===== src/sv/assert_macros.svh =====
// Assertion macros used by the tuner RTL
`ifndef ASSERT_MACROS_SVH
`define ASSERT_MACROS_SVH

// Same-cycle implication, disabled while reset is held
`define ASSERT_IMPL(label, clk, rst_n, ante, cons) \
  label: assert property (@(posedge clk) disable iff (!rst_n) (ante) |-> (cons)) \
    else $error("assertion failed: same-cycle implication");

// Next-cycle implication, disabled while reset is held
`define ASSERT_NEXT(label, clk, rst_n, ante, cons) \
  label: assert property (@(posedge clk) disable iff (!rst_n) (ante) |=> (cons)) \
    else $error("assertion failed: next-cycle implication");

`endif


===== src/sv/pdst_pkg.sv =====
// Package: types and constants of the PWM duty sweep tuner
`default_nettype none

package pdst_pkg;

  // Operation codes of an input item
  localparam logic [1:0] OP_START_PEAK  = 2'd0;
  localparam logic [1:0] OP_START_LEVEL = 2'd1;
  localparam logic [1:0] OP_SAMPLE      = 2'd2;

  // Configuration register indexes
  localparam logic [1:0] REG_SWEEP_START  = 2'd0;
  localparam logic [1:0] REG_SWEEP_END    = 2'd1;
  localparam logic [1:0] REG_DROP_LIMIT   = 2'd2;
  localparam logic [1:0] REG_LEVEL_TARGET = 2'd3;

  // Reset values of the configuration registers
  localparam logic [7:0] RST_SWEEP_START  = 8'd85;
  localparam logic [7:0] RST_SWEEP_END    = 8'd180;
  localparam logic [7:0] RST_DROP_LIMIT   = 8'd10;
  localparam logic [7:0] RST_LEVEL_TARGET = 8'd138;

  // Reset duty value
  localparam logic [7:0] RST_DUTY = 8'd85;

  typedef enum logic [1:0] {
    MODE_IDLE   = 2'd0,
    MODE_PEAK   = 2'd1,
    MODE_LCHECK = 2'd2,
    MODE_LSWEEP = 2'd3
  } mode_t;

  typedef struct packed {
    logic [1:0] operation;
    logic [7:0] sample;
  } pdst_in_t;

  typedef struct packed {
    logic [7:0] duty;
    logic       busy_res;
    logic       finished;
    logic [7:0] found_duty;
  } pdst_out_t;

endpackage

`default_nettype wire


===== src/sv/pwm_duty_sweep_tuner.sv =====
// PWM duty sweep tuner: top level with input register, sweep logic and result register
//
// Use: send items on in_valid/in_ready/in_data. An item either starts a
// peak search, starts a level search, or delivers the current sample
// measured at the duty last output. Each accepted item yields exactly one
// result on out_valid/out_ready/out_data: the duty to apply now, whether
// the sweep still waits for samples, whether this item ended a sweep, and
// the answer (duty found, or 0 for failure).
// Configuration is written through cfg_wr_en/cfg_index/cfg_wdata while no
// item is in flight; a write lands at the clock edge, without wait.
// An accepted item is captured in the input register; its result is loaded
// into the result register when the input register advances.
// Throughput: one item per cycle when the receiver does not stall; the sweep state
// is read and updated by one compare-and-select pass between the two registers.
// Reset (rst_n low, synchronous): registers return to 85/180/10/138, duty
// to 85, the sweep to idle, and both registers to empty.
// Receiver stall: the result register holds its item, the input register
// holds the next one, and in_ready falls once both are full.
`default_nettype none

module pwm_duty_sweep_tuner
  import pdst_pkg::*;
(
  input  wire logic      clk,
  input  wire logic      rst_n,
  input  wire logic      in_valid,
  output logic           in_ready,
  input  wire pdst_in_t  in_data,
  output logic           out_valid,
  input  wire logic      out_ready,
  output pdst_out_t      out_data,
  input  wire logic      cfg_wr_en,
  input  wire logic [1:0] cfg_index,
  input  wire logic [7:0] cfg_wdata
);

`include "assert_macros.svh"

  // Configuration registers
  logic [7:0] sweep_start_r, sweep_end_r, drop_limit_r, level_target_r;

  // Sweep state
  mode_t      mode_r, mode_nxt;
  logic [7:0] duty_r, duty_nxt;
  logic [7:0] peak_sample_r, peak_sample_nxt;
  logic [7:0] peak_duty_r, peak_duty_nxt;

  // Pipeline registers
  logic       s1_vld_r;
  pdst_in_t   s1_item_r;
  logic       out_vld_r;
  pdst_out_t  out_r, out_nxt;
  logic       s1_adv;

  // Decision flags
  logic [7:0] smp;
  logic       peak_upd, drop_hit, at_end, level_hit, range_bad;
  logic [7:0] peak_cand, pduty_cand;

  // Write configuration registers
  always_ff @(posedge clk) begin
    if (!rst_n) begin
      sweep_start_r  <= RST_SWEEP_START;
      sweep_end_r    <= RST_SWEEP_END;
      drop_limit_r   <= RST_DROP_LIMIT;
      level_target_r <= RST_LEVEL_TARGET;
    end else if (cfg_wr_en) begin
      unique case (cfg_index)
        REG_SWEEP_START:  sweep_start_r  <= cfg_wdata;
        REG_SWEEP_END:    sweep_end_r    <= cfg_wdata;
        REG_DROP_LIMIT:   drop_limit_r   <= cfg_wdata;
        REG_LEVEL_TARGET: level_target_r <= cfg_wdata;
        default:          sweep_start_r  <= sweep_start_r;
      endcase
    end
  end

  // Handshake: advance the input register when the result register frees up
  assign s1_adv   = s1_vld_r && (!out_vld_r || out_ready);
  assign in_ready = !s1_vld_r || s1_adv;

  // Capture the input item
  always_ff @(posedge clk) begin
    if (!rst_n) begin
      s1_vld_r <= 1'b0;
    end else if (in_ready) begin
      s1_vld_r <= in_valid;
    end
  end

  always_ff @(posedge clk) begin
    if (in_ready && in_valid) begin
      s1_item_r <= in_data;
    end
  end

  // Compare flags shared by mode and datapath logic
  assign smp        = s1_item_r.sample;
  assign peak_upd   = smp > peak_sample_r;
  assign peak_cand  = peak_upd ? smp : peak_sample_r;
  assign pduty_cand = peak_upd ? duty_r : peak_duty_r;
  assign drop_hit   = (peak_cand - smp) > drop_limit_r;
  assign at_end     = duty_r >= sweep_end_r;
  assign level_hit  = smp >= level_target_r;
  assign range_bad  = sweep_start_r > sweep_end_r;

  // Next sweep mode
  always_comb begin
    mode_nxt = mode_r;
    unique case (s1_item_r.operation)
      OP_START_PEAK:  mode_nxt = range_bad ? MODE_IDLE : MODE_PEAK;
      OP_START_LEVEL: mode_nxt = MODE_LCHECK;
      OP_SAMPLE: begin
        unique case (mode_r)
          MODE_PEAK:   mode_nxt = (drop_hit || at_end) ? MODE_IDLE : MODE_PEAK;
          MODE_LCHECK: mode_nxt = (level_hit || range_bad) ? MODE_IDLE : MODE_LSWEEP;
          MODE_LSWEEP: mode_nxt = (level_hit || at_end) ? MODE_IDLE : MODE_LSWEEP;
          default:     mode_nxt = MODE_IDLE;
        endcase
      end
      default: mode_nxt = mode_r;
    endcase
  end

  // Datapath and result
  always_comb begin
    duty_nxt            = duty_r;
    peak_sample_nxt     = peak_sample_r;
    peak_duty_nxt       = peak_duty_r;
    out_nxt.finished    = 1'b0;
    out_nxt.found_duty  = 8'd0;
    unique case (s1_item_r.operation)
      OP_START_PEAK: begin
        peak_sample_nxt = 8'd0;
        peak_duty_nxt   = 8'd0;
        if (range_bad) begin
          out_nxt.finished = 1'b1;
        end else begin
          duty_nxt = sweep_start_r;
        end
      end
      OP_START_LEVEL: begin
        duty_nxt = sweep_start_r;
      end
      OP_SAMPLE: begin
        unique case (mode_r)
          MODE_PEAK: begin
            peak_sample_nxt = peak_cand;
            peak_duty_nxt   = pduty_cand;
            if (drop_hit) begin
              duty_nxt           = pduty_cand;
              out_nxt.found_duty = pduty_cand;
              out_nxt.finished   = 1'b1;
            end else if (at_end) begin
              out_nxt.finished = 1'b1;
            end else begin
              duty_nxt = duty_r + 8'd1;
            end
          end
          MODE_LCHECK: begin
            out_nxt.finished = level_hit || range_bad;
          end
          MODE_LSWEEP: begin
            if (level_hit) begin
              out_nxt.found_duty = duty_r;
              out_nxt.finished   = 1'b1;
            end else if (at_end) begin
              out_nxt.finished = 1'b1;
            end else begin
              duty_nxt = duty_r + 8'd1;
            end
          end
          default: begin
            duty_nxt = duty_r;
          end
        endcase
      end
      default: begin
        duty_nxt = duty_r;
      end
    endcase
    out_nxt.duty     = duty_nxt;
    out_nxt.busy_res = (mode_nxt != MODE_IDLE);
  end

  // Update sweep state on each advancing item
  always_ff @(posedge clk) begin
    if (!rst_n) begin
      mode_r        <= MODE_IDLE;
      duty_r        <= RST_DUTY;
      peak_sample_r <= 8'd0;
      peak_duty_r   <= 8'd0;
    end else if (s1_adv) begin
      mode_r        <= mode_nxt;
      duty_r        <= duty_nxt;
      peak_sample_r <= peak_sample_nxt;
      peak_duty_r   <= peak_duty_nxt;
    end
  end

  // Result register: load on advance, drop when taken
  always_ff @(posedge clk) begin
    if (!rst_n) begin
      out_vld_r <= 1'b0;
    end else if (s1_adv) begin
      out_vld_r <= 1'b1;
    end else if (out_ready) begin
      out_vld_r <= 1'b0;
    end
  end

  always_ff @(posedge clk) begin
    if (s1_adv) begin
      out_r <= out_nxt;
    end
  end

  assign out_valid = out_vld_r;
  assign out_data  = out_r;

  // A finished sweep never reports busy
  `ASSERT_IMPL(a_fin_not_busy, clk, rst_n, out_vld_r && out_r.finished, !out_r.busy_res)
  // A nonzero answer only comes with a finished sweep
  `ASSERT_IMPL(a_found_fin, clk, rst_n, out_vld_r && (out_r.found_duty != 8'd0),
    out_r.finished)
  // The held result's busy flag matches the live sweep mode
  `ASSERT_IMPL(a_busy_mode, clk, rst_n, out_vld_r, out_r.busy_res == (mode_r != MODE_IDLE))
  // An empty result register never blocks the input
  `ASSERT_IMPL(a_ready_empty, clk, rst_n, !out_vld_r, in_ready)
  // An advancing item always leaves a result behind
  `ASSERT_NEXT(a_adv_result, clk, rst_n, s1_adv, out_vld_r)

endmodule

`default_nettype wire


===== config.mk =====
export PLATFORM = sky130hd
export DESIGN_NAME = pwm_duty_sweep_tuner
export DESIGN_NICKNAME = d
export VERILOG_FILES = /design/src/sv/pdst_pkg.sv /design/src/sv/pwm_duty_sweep_tuner.sv
export VERILOG_INCLUDE_DIRS = /design/src /design/src/sv
export SDC_FILE = /design/constraint.sdc
export NUM_CORES = 1
export LEC_CHECK = 0
export ABC_CLOCK_PERIOD_IN_PS = 4600
export BUFFER_PORTS_ARGS = -buffer_cell sky130_fd_sc_hd__buf_4
export CAP_MARGIN = 20
export CORE_MARGIN = 1.5
export CORE_UTILIZATION = 55
export DETAILED_ROUTE_END_ITERATION = 12
export PLACE_DENSITY_LB_ADDON = 0.1
export REMOVE_ABC_BUFFERS = 1
export SLEW_MARGIN = 20
export SYNTH_ARGS = -nofsm -noshare
export SYNTH_HDL_FRONTEND = slang
export SYNTH_SLANG_ARGS = --single-unit

===== constraint.sdc =====
create_clock -name clk -period 4.6 [get_ports clk]
set_input_delay 1.15 -clock clk [delete_from_list [all_inputs] [get_ports clk]]
set_output_delay 1.15 -clock clk [all_outputs]
set_load 0.01 [all_outputs]

# == Word level (Yosys, flattened, before mapping) ==
# Cells that the tools add are included.
# Widths: inputs -> output; s select.
# totals
in_bits,25
regBits,88
word_cells,80
output_inout_bits,20
# classes
n_mux,29
add_sub_neg,2
reduce_logical,19
n_lt_le_gt_ge,5
eq_ne,9
# ops
operator,count
$mux 8,10
$pmux 8 s2,4
$gt 8x8->1,3
$pmux 8 s3,1
$ge 8x8->1,2
$pmux 2 s3,2
$eq 2x2->1 const B,5
$add 8x1->8 const B,1
$mux 1,8
$reduce_and 2->1,4
$sub 8x8->8,1
$eq 2x1->1 const B,3
$reduce_bool 2->1,3
$logic_or 1x1->1,5
$logic_not 2->1,2
$mux 2,2
$pmux 1 s3,1
$reduce_and 3->1,1
$logic_and 1x1->1,2
$logic_not 1->1,2
$ne 2x1->1 const B,1
$pmux 1 s2,1

# == Depth between registers and ports, before layout ==
# Gate-level depths: netlist (run 1).
# logic_depth
ltp_word,9
depth_mapped,23
mapped_depth_nobuf,22

# == Worst setup path before layout (run 1) ==
# Ideal clock, no wire load.
# synth_path
path_type,register to register
start,register s1_item_r (netlist bit smp[1])
end,"register out_r (netlist bit out_data[14]), data pin"
n_path_buf,1
arrival_time_ps,4648
path_slack_ps,-317
stages_incl_launch_ff,22
period_less_slack_ps,4917
setup_time_ps,269
required_time_ps,4331
cell_sequence,edfxtp_1 -> ha_1 -> and4_1 -> nand2b_1 -> o2bb2ai_2 -> buf_2 -> mux2i_1 -> inv_1 -> ha_1 -> a21o_1 -> a21oi_1 -> o21bai_1 -> a21oi_1 -> o21ai_0 -> xnor2_1 -> ha_1 -> nand4_2 -> a211o_4 -> a211o_1 -> o221a_1 -> o221ai_1 -> nand3_1
# synth_between
elab_chain_len,7
word_cells_on_any_way,10
cone_classes,add/sub (1); order compare (3); mux (6)
# synth_rtl
item,line,text
"start, declared",pwm_duty_sweep_tuner.sv:50,pdst_in_t s1_item_r;
"start signal, assigned",pwm_duty_sweep_tuner.sv:93,s1_item_r <= in_data;
$gt 8x8->1,pwm_duty_sweep_tuner.sv:99,assign peak_upd = smp > peak_sample_r;
$mux 8,pwm_duty_sweep_tuner.sv:100,assign peak_cand = peak_upd ? smp : peak_sample_r;
$sub 8x8->8,pwm_duty_sweep_tuner.sv:102,assign drop_hit = (peak_cand - smp) > drop_limit_r;
$gt 8x8->1,pwm_duty_sweep_tuner.sv:102,
$mux 8,pwm_duty_sweep_tuner.sv:150,if (drop_hit) begin
$pmux 8 s2 (*),pwm_duty_sweep_tuner.sv:146,unique case (mode_r)
$pmux 8 s3 (*),pwm_duty_sweep_tuner.sv:132,unique case (s1_item_r.operation)
named net duty_nxt[4],pwm_duty_sweep_tuner.sv:44,"logic [7:0] duty_r, duty_nxt;"
"end signal, assigned",pwm_duty_sweep_tuner.sv:214,out_r <= out_nxt;
"end, declared",pwm_duty_sweep_tuner.sv:52,"pdst_out_t out_r, out_nxt;"
# Mark *: on every way through the listed nets, which the timed path passes. The rest lies on a longest branch.
# A chain may end at the register's enable or synchronous reset.

# == Worst setup path in the final report (run 1) ==
# layout_path
start,register s1_item_r (netlist bit smp[2])
end,"register out_r (netlist bit out_data[14]), data pin"
# Same word-level chain as after synthesis.

==> results.txt, run 1 <==
Outcome: finished, violations left
Ys async rst share: 0%
Worst Setup Path Type: register to register
Mapped cell area: 0.00571 sq mm
Vias in the first global route: 5250
Seq pwr share: 45.1%
Initial DRC count: 248
Max-slew violation count: 0
Share of cells above drive strength 1: 26.1%
Pin count of the biggest net entering global routing: 63
Clock transition at path regs: 90 ps
Final Cycle Share: 104%
Clk Latency, worst-skew pair: 370 ps
Synthesis-stage register bit count: 88
CP Data Arrival Time: 4910 ps
Number of enable flip-flop cells after synthesis: 28
Yosys cell types: 83
H-tree Lvls: 3
# rows: 37
Core Area: 0.0102 sq mm
FMAX: 209 MHz
CTS hold repair buffers: 0
Starting density of the core: 56.1%
Die ar.: 0.0110 sq mm
Max_cap viols: 0
Crit end category: register
Top-count cell post-synth: nand2_1
Crit start category: register
Root buf cell: clkbuf_8
CTS Buf Count: 9
ANT cells: 0
DP HPWL: 12.2 mm
Via density: 6.13
Hold Path Class: register to register
Synthesis-to-finish area growth: 22.4%
Die X: 105 um
Clock network power share: 25.4%
Final Hold Viols: 0
Placed cell areas: 0.00635 sq mm
# setup viols final: 24
Chip height: 105 um
Hold_ws: 472 ps
Static leakage: 2.78 nW
Worst vdd ir: 185 uV
Post-synth top cells: nand2_1, dfxtp_1, inv_1, ha_1, nor2_1
First-pass GRT wire length: 26.5 mm
Switch share: 33.6%
Slew @ Worst Pin: 767 ps
Comb power frac: 29.5%
Fin crit period: 4790 ps
Int Pwr: 1.28 mW
Design area: 0.00699 sq mm
Routed via count: 5240
Synth Warn #: 0
CTS tree: yes
Slowest CP cell: edfxtp_1
# DRC: 0
Seq/Total Area, Yosys: 35.8%
Post-Syn Instances: 642
GPL Wtd Cong: 0.933
Global Route Usage Sum: 30.9%
Initial antenna violation count: 0
Avg Inst Size Synth: 8.90 sq um
Psw: 0.649 mW
Router iterations before antenna repair: 5
CP max FO: 4
Final wirelength: 16.5 mm
Violated checks: setup timing
Total I/O pin count: 45
Max incr delay on CP: 440 ps
DRT antenna net count: 0
Post-synth top area cell: dfxtp_1
Critical Path RT: 4720 ps
RSZ-0062 raised after global routing: yes
Top_reg_cell synth: dfxtp_1
Synth top area cells: dfxtp_1, edfxtp_1, ha_1, nand2_1, inv_1
Nets: 788
Share of the synthesized area in the top cell type: 21.0%
Fin util: 68.7%
Max Root-Sink Buffers: 2
Clock skew: 11.0 ps
WL/cell: 19.3 um
IO buf count: 44
Final setup margin: -191 ps
Power density of the placed cells: 276 mW/mm^2
Grt ovf: 0
CTS Sinks: 88
Slew headroom: 48.9%
Critical-path cell list: ha_4 -> a21o_1 -> a211oi_2 -> o2bb2ai_4 -> buf_6 -> mux2i_2 -> ha_2 -> fa_2 -> inv_2 -> a21o_1 -> a21oi_2 -> o21bai_1 -> a21oi_1 -> xnor2_1 -> ha_1 -> nand4_4 -> buf_4 -> a211o_4 -> a211o_4 -> o221a_1 -> o221ai_2 -> nand3_1
==> power by group through the flow <==
| stage | registers (mW) | logic, mW | clock network [mW] |
|---|---|---|---|
| final | 0.871 | 0.570 | 0.490 |
| after floorplan | 0.877 | 0.293 | 0 |
| after detailed placement | 0.885 | 0.461 | 0 |
| after global placement | 0.884 | 0.449 | 0 |
| after global routing | 0.874 | 0.618 | 0.537 |
| after CTS | 0.869 | 0.522 | 0.496 |
==> worst paths after layout <==
path	startpoint	slack, ps	to	depth (start not counted)
setup / recovery	smp[2]$_DFFE_PP_	-190	out_data[14]$_DFFE_PP_	22
setup reg to reg	smp[2]$_DFFE_PP_	-190	out_data[14]$_DFFE_PP_	22
hold reg to reg	level_target_r[2]$_SDFFE_PN0P_	470	level_target_r[2]$_SDFFE_PN0P_	2
hold / removal	level_target_r[2]$_SDFFE_PN0P_	470	level_target_r[2]$_SDFFE_PN0P_	2
==> critical path: cells and delay by family, from the launching register on <==
kind                       cells  cell delay, ps
AOI/OAI and AO/OA             11            2230
buffers and inverters          3             350
and+or+nand+nor                2             260
adders and majority gates      4            1000
xor gates and xnor gates       1              90
muxes                          1             190
DFF                            1             440
==> layout make-up <==
class	instances	area (sq um)
Fill cell	843	3190
Clock buffer	10	128
Clock inverter	6	40.0
Inverter	56	210
Multi-Input combinational cell	466	3680
Timing Repair Buffer	93	717
Tap cell	136	170
Sequential cell	88	2040
==> logic make-up (layout without fill, tap and decap cells) <==
logic type / count (synthesis) / after routing / synth area share (%)
mux: 18 / 18 / 3.20
compound gates: 192 / 192 / 25.0
flops: 88 / 88 / 35.8
buf+inv: 88 / 165 / 6.18
xor+xnor: 9 / 9 / 1.38
fa+ha+maj: 49 / 49 / 10.9
simple gates: 198 / 198 / 17.7
==> state kept, by name, summed over array words and instances, names as in the netlist, 8 cells and up <==
signal          flops
sweep_end_r         8
smp                 8
out_data           18
drop_limit_r        8
duty_r              8
peak_sample_r       8
level_target_r      8
sweep_start_r       8
peak_duty_r         8
==> placed cells by master (no fill, tap or decap), types with 13 or more instances in the layout <==
cell type,n
o21ai_0,20
buf_4,88
a22oi_1,13
dfxtp_1,58
nor2_1,32
a21oi_1,28
nor2b_1,25
mux2i_1,15
inv_1,51
edfxtp_1,28
nand2_1,67
ha_1,44
==> metal layers <==
metal	vias up	track usage, %	part of all wire [%]
met4	0	12.6	3.2
met3	37	5.99	6.3
li1	2496	-	-
met5	-	0	0
met1	2510	38.3	41
met2	197	52.5	49
==> timing repair <==
item	4_1_cts	5_1_grt
setup endpoints to repair	25	27
cloned	0	0
resized for setup	43	30
setup buffers	7	5
pin swaps	36	18
==> metrics by stage <==
stage	power, mW	setup slack [ps]	setup TNS [ps]	std cells
after floorplan	1.17	-555	-10510	610
after global routing	2.03	-432	-8330	855
final	1.93	-191	-1970	855
after CTS	1.89	-82.8	-672	850
after detailed placement	1.35	-338	-5490	827
after global placement	1.33	-182	-1520	827
(Power assumes the default switching activity.)
==> run 2, diff against run 1 <==
- GPL_TIMING_DRIVEN: unset -> 0
==> run 2 against run 1 <==
  * The flow still finishes with violations (setup timing)
  * Non-clock buffer count is 13 lower
  * Critical path type unchanged
  * Critical path depth is 1 lower
  * Setup slack worse by 200 ps
  * Critical endpoint unchanged
  * Worst hold slack worse by 1.4 ps
  * Maximum frequency is 4.1% lower
  * Largest power group unchanged
  * Total power is 4.8% higher
  * Global-route usage is 0.27 points higher
  * Sequential cell count stayed put
==> results.txt, run 2 (synthesized netlist as in run 1, its figures left out) <==
Critical-path cell list: ha_4 -> and4_4 -> nand2b_4 -> o2bb2ai_4 -> mux2i_4 -> inv_1 -> ha_1 -> a21o_1 -> a21oi_2 -> o21bai_2 -> a21oi_2 -> o21ai_2 -> xnor2_1 -> ha_1 -> nand4_4 -> buf_6 -> a211o_4 -> a211o_4 -> o221a_1 -> o221ai_2 -> nand3_1
# setup viols final: 26 (+8.3%)
Clock transition at path regs: 90 ps (about the same)
Slew headroom: 35.4% (-13 points)
Die X: 105 um (unchanged)
WL/cell: 20.3 um (+5.1%)
Final Hold Viols: 0 (unchanged)
Seq pwr share: 42.9% (-2.2 points)
Synthesis-to-finish area growth: 22.1%
GPL Wtd Cong: 0.922 (-1.2%)
Final Cycle Share: 109% (+4.4 points)
CP Data Arrival Time: 5110 ps (+200 ps)
Global Route Usage Sum: 31.2% (+0.27 points)
Final wirelength: 17.1 mm (+3.6%)
H-tree Lvls: 3 (unchanged)
RSZ-0062 raised after global routing: yes
Max incr delay on CP: 480 ps (+40 ps)
Fin crit period: 5000 ps (+204 ps)
# rows: 37 (unchanged)
Critical Path RT: 4710 ps (about the same)
Hold_ws: 470 ps (-1.42 ps)
Max-slew violation count: 0 (unchanged)
# DRC: 0 (unchanged)
IO buf count: 44 (unchanged)
Die ar.: 0.0110 sq mm (unchanged)
Most common cell after layout, fill and taps aside: buf_4
Share of cells above drive strength 1: 24.9% (-1.3 points)
Max_cap viols: 0 (unchanged)
First-pass GRT wire length: 26.5 mm (+0.29%)
Switch share: 32.0% (-1.6 points)
Initial antenna violation count: 0 (unchanged)
Power density of the placed cells: 290 mW/mm^2 (+5.1%)
DRT antenna net count: 0 (unchanged)
Static leakage: 2.75 nW (-0.97%)
Final setup margin: -395 ps (-204 ps)
Total I/O pin count: 45 (unchanged)
Core Area: 0.0102 sq mm (unchanged)
Chip height: 105 um (unchanged)
Clk Latency, worst-skew pair: 380 ps (about the same)
Hold Path Class: register to register
ANT cells: 0 (unchanged)
FMAX: 200 MHz (-4.1%)
Clock skew: 11.0 ps (+0.0302 ps)
CTS Sinks: 88 (unchanged)
Worst vdd ir: 193 uV (+4.2%)
CTS tree: yes
Crit start category: register
Fin util: 68.5% (-0.21 points)
Router iterations before antenna repair: 5 (unchanged)
Slowest CP cell: edfxtp_1
CTS hold repair buffers: 0 (unchanged)
CTS Buf Count: 9 (unchanged)
Max FFs per register: 18 (unchanged)
Vias in the first global route: 5164 (-1.6%)
Nets: 776 (-1.5%)
Int Pwr: 1.38 mW (+7.3%)
Fillcell total: 807 (-4.3%)
Commonest non-fill, non-tap cells in the layout: buf_4, nand2_1, dfxtp_1, inv_1, ha_1
Starting density of the core: 56.1% (unchanged)
CP max FO: 5 (+1)
Root buf cell: clkbuf_8
Pin count of the biggest net entering global routing: 63 (unchanged)
DP Worst Slack: -1480 ps (-1140 ps)
Outcome: finished, violations left
Initial DRC count: 347 (+40%)
Crit end category: register
Via density: 6.29 (+2.6%)
Design area: 0.00697 sq mm (-0.30%)
Placed cell areas: 0.00608 sq mm (-4.2%)
DP HPWL: 11.3 mm (-7.3%)
Slew @ Worst Pin: 962 ps (+196 ps)
Clock network power share: 28.9% (+3.5 points)
Comb power frac: 28.1% (-1.4 points)
Grt ovf: 0 (unchanged)
Psw: 0.648 mW (-0.18%)
Violated checks: setup timing
Max Root-Sink Buffers: 2 (unchanged)
Routed via count: 5300 (+1.1%)
Worst Setup Path Type: register to register
[run 2: cell types whose count changed in the layout (fill, tap and decap cells not counted), moves of 2 or more]
cell     change
a22oi_1      +8
nand3_4      -2
o21ai_2      +5
ha_4         +4
inv_6        -2
ha_1         -3
buf_4       -14
o21ai_1      -3
nand3_2      +2
mux2i_4      +2
inv_4        -2
a22oi_2      -8
[run 2: power by group through the flow]
stage	Combinational (mW)	Clock [mW]	Sequential [mW]
2_1_floorplan	0.293	0	0.877
3_3_place_gp	0.406	0	0.886
3_5_place_dp	0.418	0	0.887
4_1_cts	0.508	0.591	0.866
5_1_grt	0.614	0.613	0.871
6_report	0.569	0.585	0.868
[run 2: per-stage QoR]
| step | cells | power, mW | setup TNS (ps) |
|---|---|---|---|
| after floorplan | 610 | 1.17 | -10510 |
| after global placement | 790 | 1.29 | -32500 |
| after detailed placement | 791 | 1.31 | -36390 |
| after CTS | 832 | 1.96 | -2850 |
| after global routing | 843 | 2.10 | -10770 |
| final | 843 | 2.02 | -6760 |
[run 2: path summary, 6_finish.rpt]
| kind | cells past startpoint | slack, ps | from | endpoint |
|---|---|---|---|---|
| setup / recovery | 21 | -400 | smp[5]$_DFFE_PP_ | out_data[14]$_DFFE_PP_ |
| hold / removal | 2 | 470 | drop_limit_r[4]$_SDFFE_PN0P_ | drop_limit_r[4]$_SDFFE_PN0P_ |
| setup reg to reg | 21 | -400 | smp[5]$_DFFE_PP_ | out_data[14]$_DFFE_PP_ |
| hold reg to reg | 2 | 470 | drop_limit_r[4]$_SDFFE_PN0P_ | drop_limit_r[4]$_SDFFE_PN0P_ |
[run 2: area by class of cell]
type                    count  area, sq um  share of cell area (%)
multi-input cells         467         3710                    53.2
clock inverters             3         40.0                   0.574
repair buffers             80          626                    8.97
well taps                 136          170                    2.44
inverters                  56          210                    3.02
clock buffers              13          170                    2.44
flip-flops and latches     88         2040                    29.3
[run 2: critical path, delay by kind of cell, from the launching register on]
| family | cells | cell delay [ps] |
|---|---|---|
| AO/OA/AOI/OAI | 10 | 2000 |
| AND/OR/NAND/NOR | 4 | 610 |
| multiplexers | 1 | 260 |
| buffers and inverters | 2 | 220 |
| XOR/XNOR | 1 | 150 |
| adder cells (fa/ha/maj) | 3 | 980 |
| flip-flops | 1 | 480 |
[run 2: timing repair]
item,CTS,global route
resized for setup,51,24
pin swaps,32,25
gates cloned,1,0
endpoints found under the setup margin,27,27
setup buffers,24,10
[run 2: per-layer routing]
layer / track usage (%) / share of wire (%)
met1: 39.7 / 41
met2: 53.0 / 49
met3: 2.93 / 6.3
met4: 15.0 / 3.7
met5: 0 / 0
==> run 3, diff against run 2 <==
- CORE_ASPECT_RATIO: unset -> 0.5
- CORE_UTILIZATION: 55 -> 25
==> run 3 against run 2 <==
  * The run still ends with setup timing left
  * Final cell count rose by 19%
  * Sequential cell count unchanged
  * Critical endpoint unchanged
  * Clock skew is 2.3 ps lower
  * First-iteration DRC count decreased by 12%
  * Die area rose by 120%
  * Sequential power hardly changed
  * Maximum frequency increased by 2.9%
  * Total power is 8.7% higher
  * Core utilization decreased by 35 points
==> results.txt, run 3 (synthesized netlist as in run 1, its figures left out) <==
Clock transition at path regs: 80 ps (about the same)
CTS Sinks: 88 (unchanged)
Final Instance Count excl. Fillers: 1006 (+19%)
Initial DRC count: 306 (-12%)
R2R Setup Slk: -250 ps (+140 ps)
Hold Path Class: register to register
RSZ-0062 raised after global routing: yes
Max-slew violation count: 0 (unchanged)
# rows: 38 (+2.7%)
Global Route Usage Sum: 15.9% (-15 points)
Slew @ Worst Pin: 995 ps (+32.7 ps)
Nets: 775 (-0.13%)
Max_cap viols: 0 (unchanged)
Root buf cell: clkbuf_16
DRT antenna net count: 0 (unchanged)
Final Hold Viols: 0 (unchanged)
Critical Path RT: 4700 ps (about the same)
Clk Latency, worst-skew pair: 360 ps (-20 ps)
Router iterations before antenna repair: 6 (+1)
Grt ovf: 0 (unchanged)
Max incr delay on CP: 440 ps (-40 ps)
Vias in the first global route: 4736 (-8.3%)
Power density of the placed cells: 299 mW/mm^2 (+3.1%)
Total I/O pin count: 45 (unchanged)
GPL Wtd Cong: 0.879 (-4.6%)
Slew headroom: 33.3% (-2.1 points)
Starting density of the core: 25.9% (-30 points)
CP max FO: 6 (+1)
Die ar.: 0.0238 sq mm (+120%)
Violated checks: setup timing
Outcome: finished, violations left
IO buf count: 44 (unchanged)
Placed Cells: 955 (+21%)
RR Endpoint: out_data[14]$_DFFE_PP_
Max Root-Sink Buffers: 2 (unchanged)
Crit end category: register
Worst min-delay path startpoint: level_target_r[5]$_SDFFE_PN0P_
Via density: 4.99 (-21%)
Fin util: 33.4% (-35 points)
Critical-path cell list: ha_4 -> and4_4 -> nand2b_4 -> o2bb2ai_4 -> buf_12 -> mux2i_4 -> inv_1 -> ha_1 -> a21o_1 -> a21oi_2 -> o21bai_1 -> a21oi_2 -> o21ai_2 -> xnor2_1 -> ha_1 -> nand4_4 -> nor2_4 -> a211o_4 -> a211o_4 -> o221a_1 -> o221ai_2 -> nand3_1
Design area: 0.00735 sq mm (+5.4%)
CP Data Arrival Time: 4950 ps (-160 ps)
Max FFs per register: 18 (unchanged)
Final Total Pwr: 2.20 mW (+8.7%)
Final Cycle Share: 106% (-3.1 points)
DP HPWL: 13.0 mm (+15%)
Core Area: 0.0220 sq mm (+120%)
Share of cells above drive strength 1: 25.8% (+0.89 points)
R2R Path Start: smp[7]$_DFFE_PP_
Final wirelength: 18.4 mm (+7.7%)
Die X: 217 um (+110%)
# setup viols final: 23 (-12%)
Worst vdd ir: 183 uV (-5.1%)
Initial antenna violation count: 0 (unchanged)
Worst Setup Path Type: register to register
WL/cell: 18.3 um (-9.8%)
Worst Path Buf+Inv: 2 (unchanged)
H-tree Lvls: 3 (unchanged)
Final setup margin: -254 ps (+141 ps)
Synthesis-to-finish area growth: 28.7%
Cell family with most CP delay: compound AO/OA/AOI/OAI gates
Most common cell after layout, fill and taps aside: buf_4
FMAX: 206 MHz (+2.9%)
Routed via count: 5023 (-5.2%)
Static leakage: 2.82 nW (+2.2%)
Placed cell areas: 0.00630 sq mm (+3.6%)
Chip height: 110 um (+4.7%)
ANT cells: 0 (unchanged)
CTS hold repair buffers: 0 (unchanged)
# DRC: 0 (unchanged)
Crit start category: register
Pin count of the biggest net entering global routing: 63 (unchanged)
CTS tree: yes
CTS Buf Count: 9 (unchanged)
Worst hold path endpoint: level_target_r[5]$_SDFFE_PN0P_
Hold_ws: 468 ps (-1.82 ps)
Slowest CP cell: edfxtp_1
R2R cell count: 22 (+4.8%)
Commonest non-fill, non-tap cells in the layout: buf_4, nand2_1, dfxtp_1, inv_1, ha_1
Hold path depth: 2 (unchanged)
Fin crit period: 4850 ps (-141 ps)
Clock skew: 8.73 ps (-2.29 ps)
First-pass GRT wire length: 28.4 mm (+7.0%)
## run 3: repair_timing
item,CTS,global route
setup endpoints to repair,27,27
resized for setup,59,35
buffers inserted,25,13
cloned,1,0
pin swaps,40,33
## run 3: cell type report
| type | count | area [sq um] |
|---|---|---|
| well taps | 300 | 375 |
| repair buffers | 79 | 641 |
| flip-flops and latches | 88 | 2050 |
| clock inverters | 7 | 60.1 |
| clock buffers | 9 | 225 |
| multi-input cells | 467 | 3790 |
| fillers | 2337 | 14700 |
| inverters | 56 | 210 |
## run 3: where the power goes
group          internal (mW)  switching [mW]
Sequential             0.833          0.0371
Combinational          0.254           0.338
Clock                  0.379           0.358
## run 3: how the worst max path moves through the flow
stage | from | to | slack (ps) | depth (start not counted)
after floorplan | smp[1]$_DFFE_PP_ | out_data[14]$_DFFE_PP_ | -560 | 20
after global placement | smp[1]$_DFFE_PP_ | out_data[0]$_SDFFCE_PN0P_ | -1650 | 20
after detailed placement | smp[1]$_DFFE_PP_ | out_data[5]$_SDFFCE_PN0P_ | -1270 | 20
after CTS | smp[2]$_DFFE_PP_ | out_data[14]$_DFFE_PP_ | -220 | 22
after global routing | smp[2]$_DFFE_PP_ | out_data[11]$_DFFE_PP_ | -470 | 22
final | smp[7]$_DFFE_PP_ | out_data[14]$_DFFE_PP_ | -250 | 22
## run 3: through the flow
stage	setup slack, ps	setup TNS (ps)
global placement	-1650	-39950
finish	-254	-3300
detailed placement	-1270	-29590
global route	-469	-9650
floorplan	-555	-10510
CTS	-224	-2490
## run 3: per-layer routing
layer	global-route usage (%)	vias up	part of all wire, %
met5	0	-	0
li1	-	2483	-
met1	23.1	2419	52
met3	3.32	20	5.0
met4	4.07	0	1.5
met2	23.8	101	42
## run 3: worst reg2reg max path: stages (launching register included)
cell and delay [ps]:
edfxtp_1 440, ha_4 310, and4_4 250, nand2b_4 70, o2bb2ai_4 180, buf_12 130
mux2i_4 220, inv_1 60, ha_1 260, a21o_1 180, a21oi_2 140, o21bai_1 110
a21oi_2 210, o21ai_2 80, xnor2_1 130, ha_1 340, nand4_4 150, nor2_4 80
a211o_4 390, a211o_4 390, o221a_1 280, o221ai_2 100, nand3_1 100
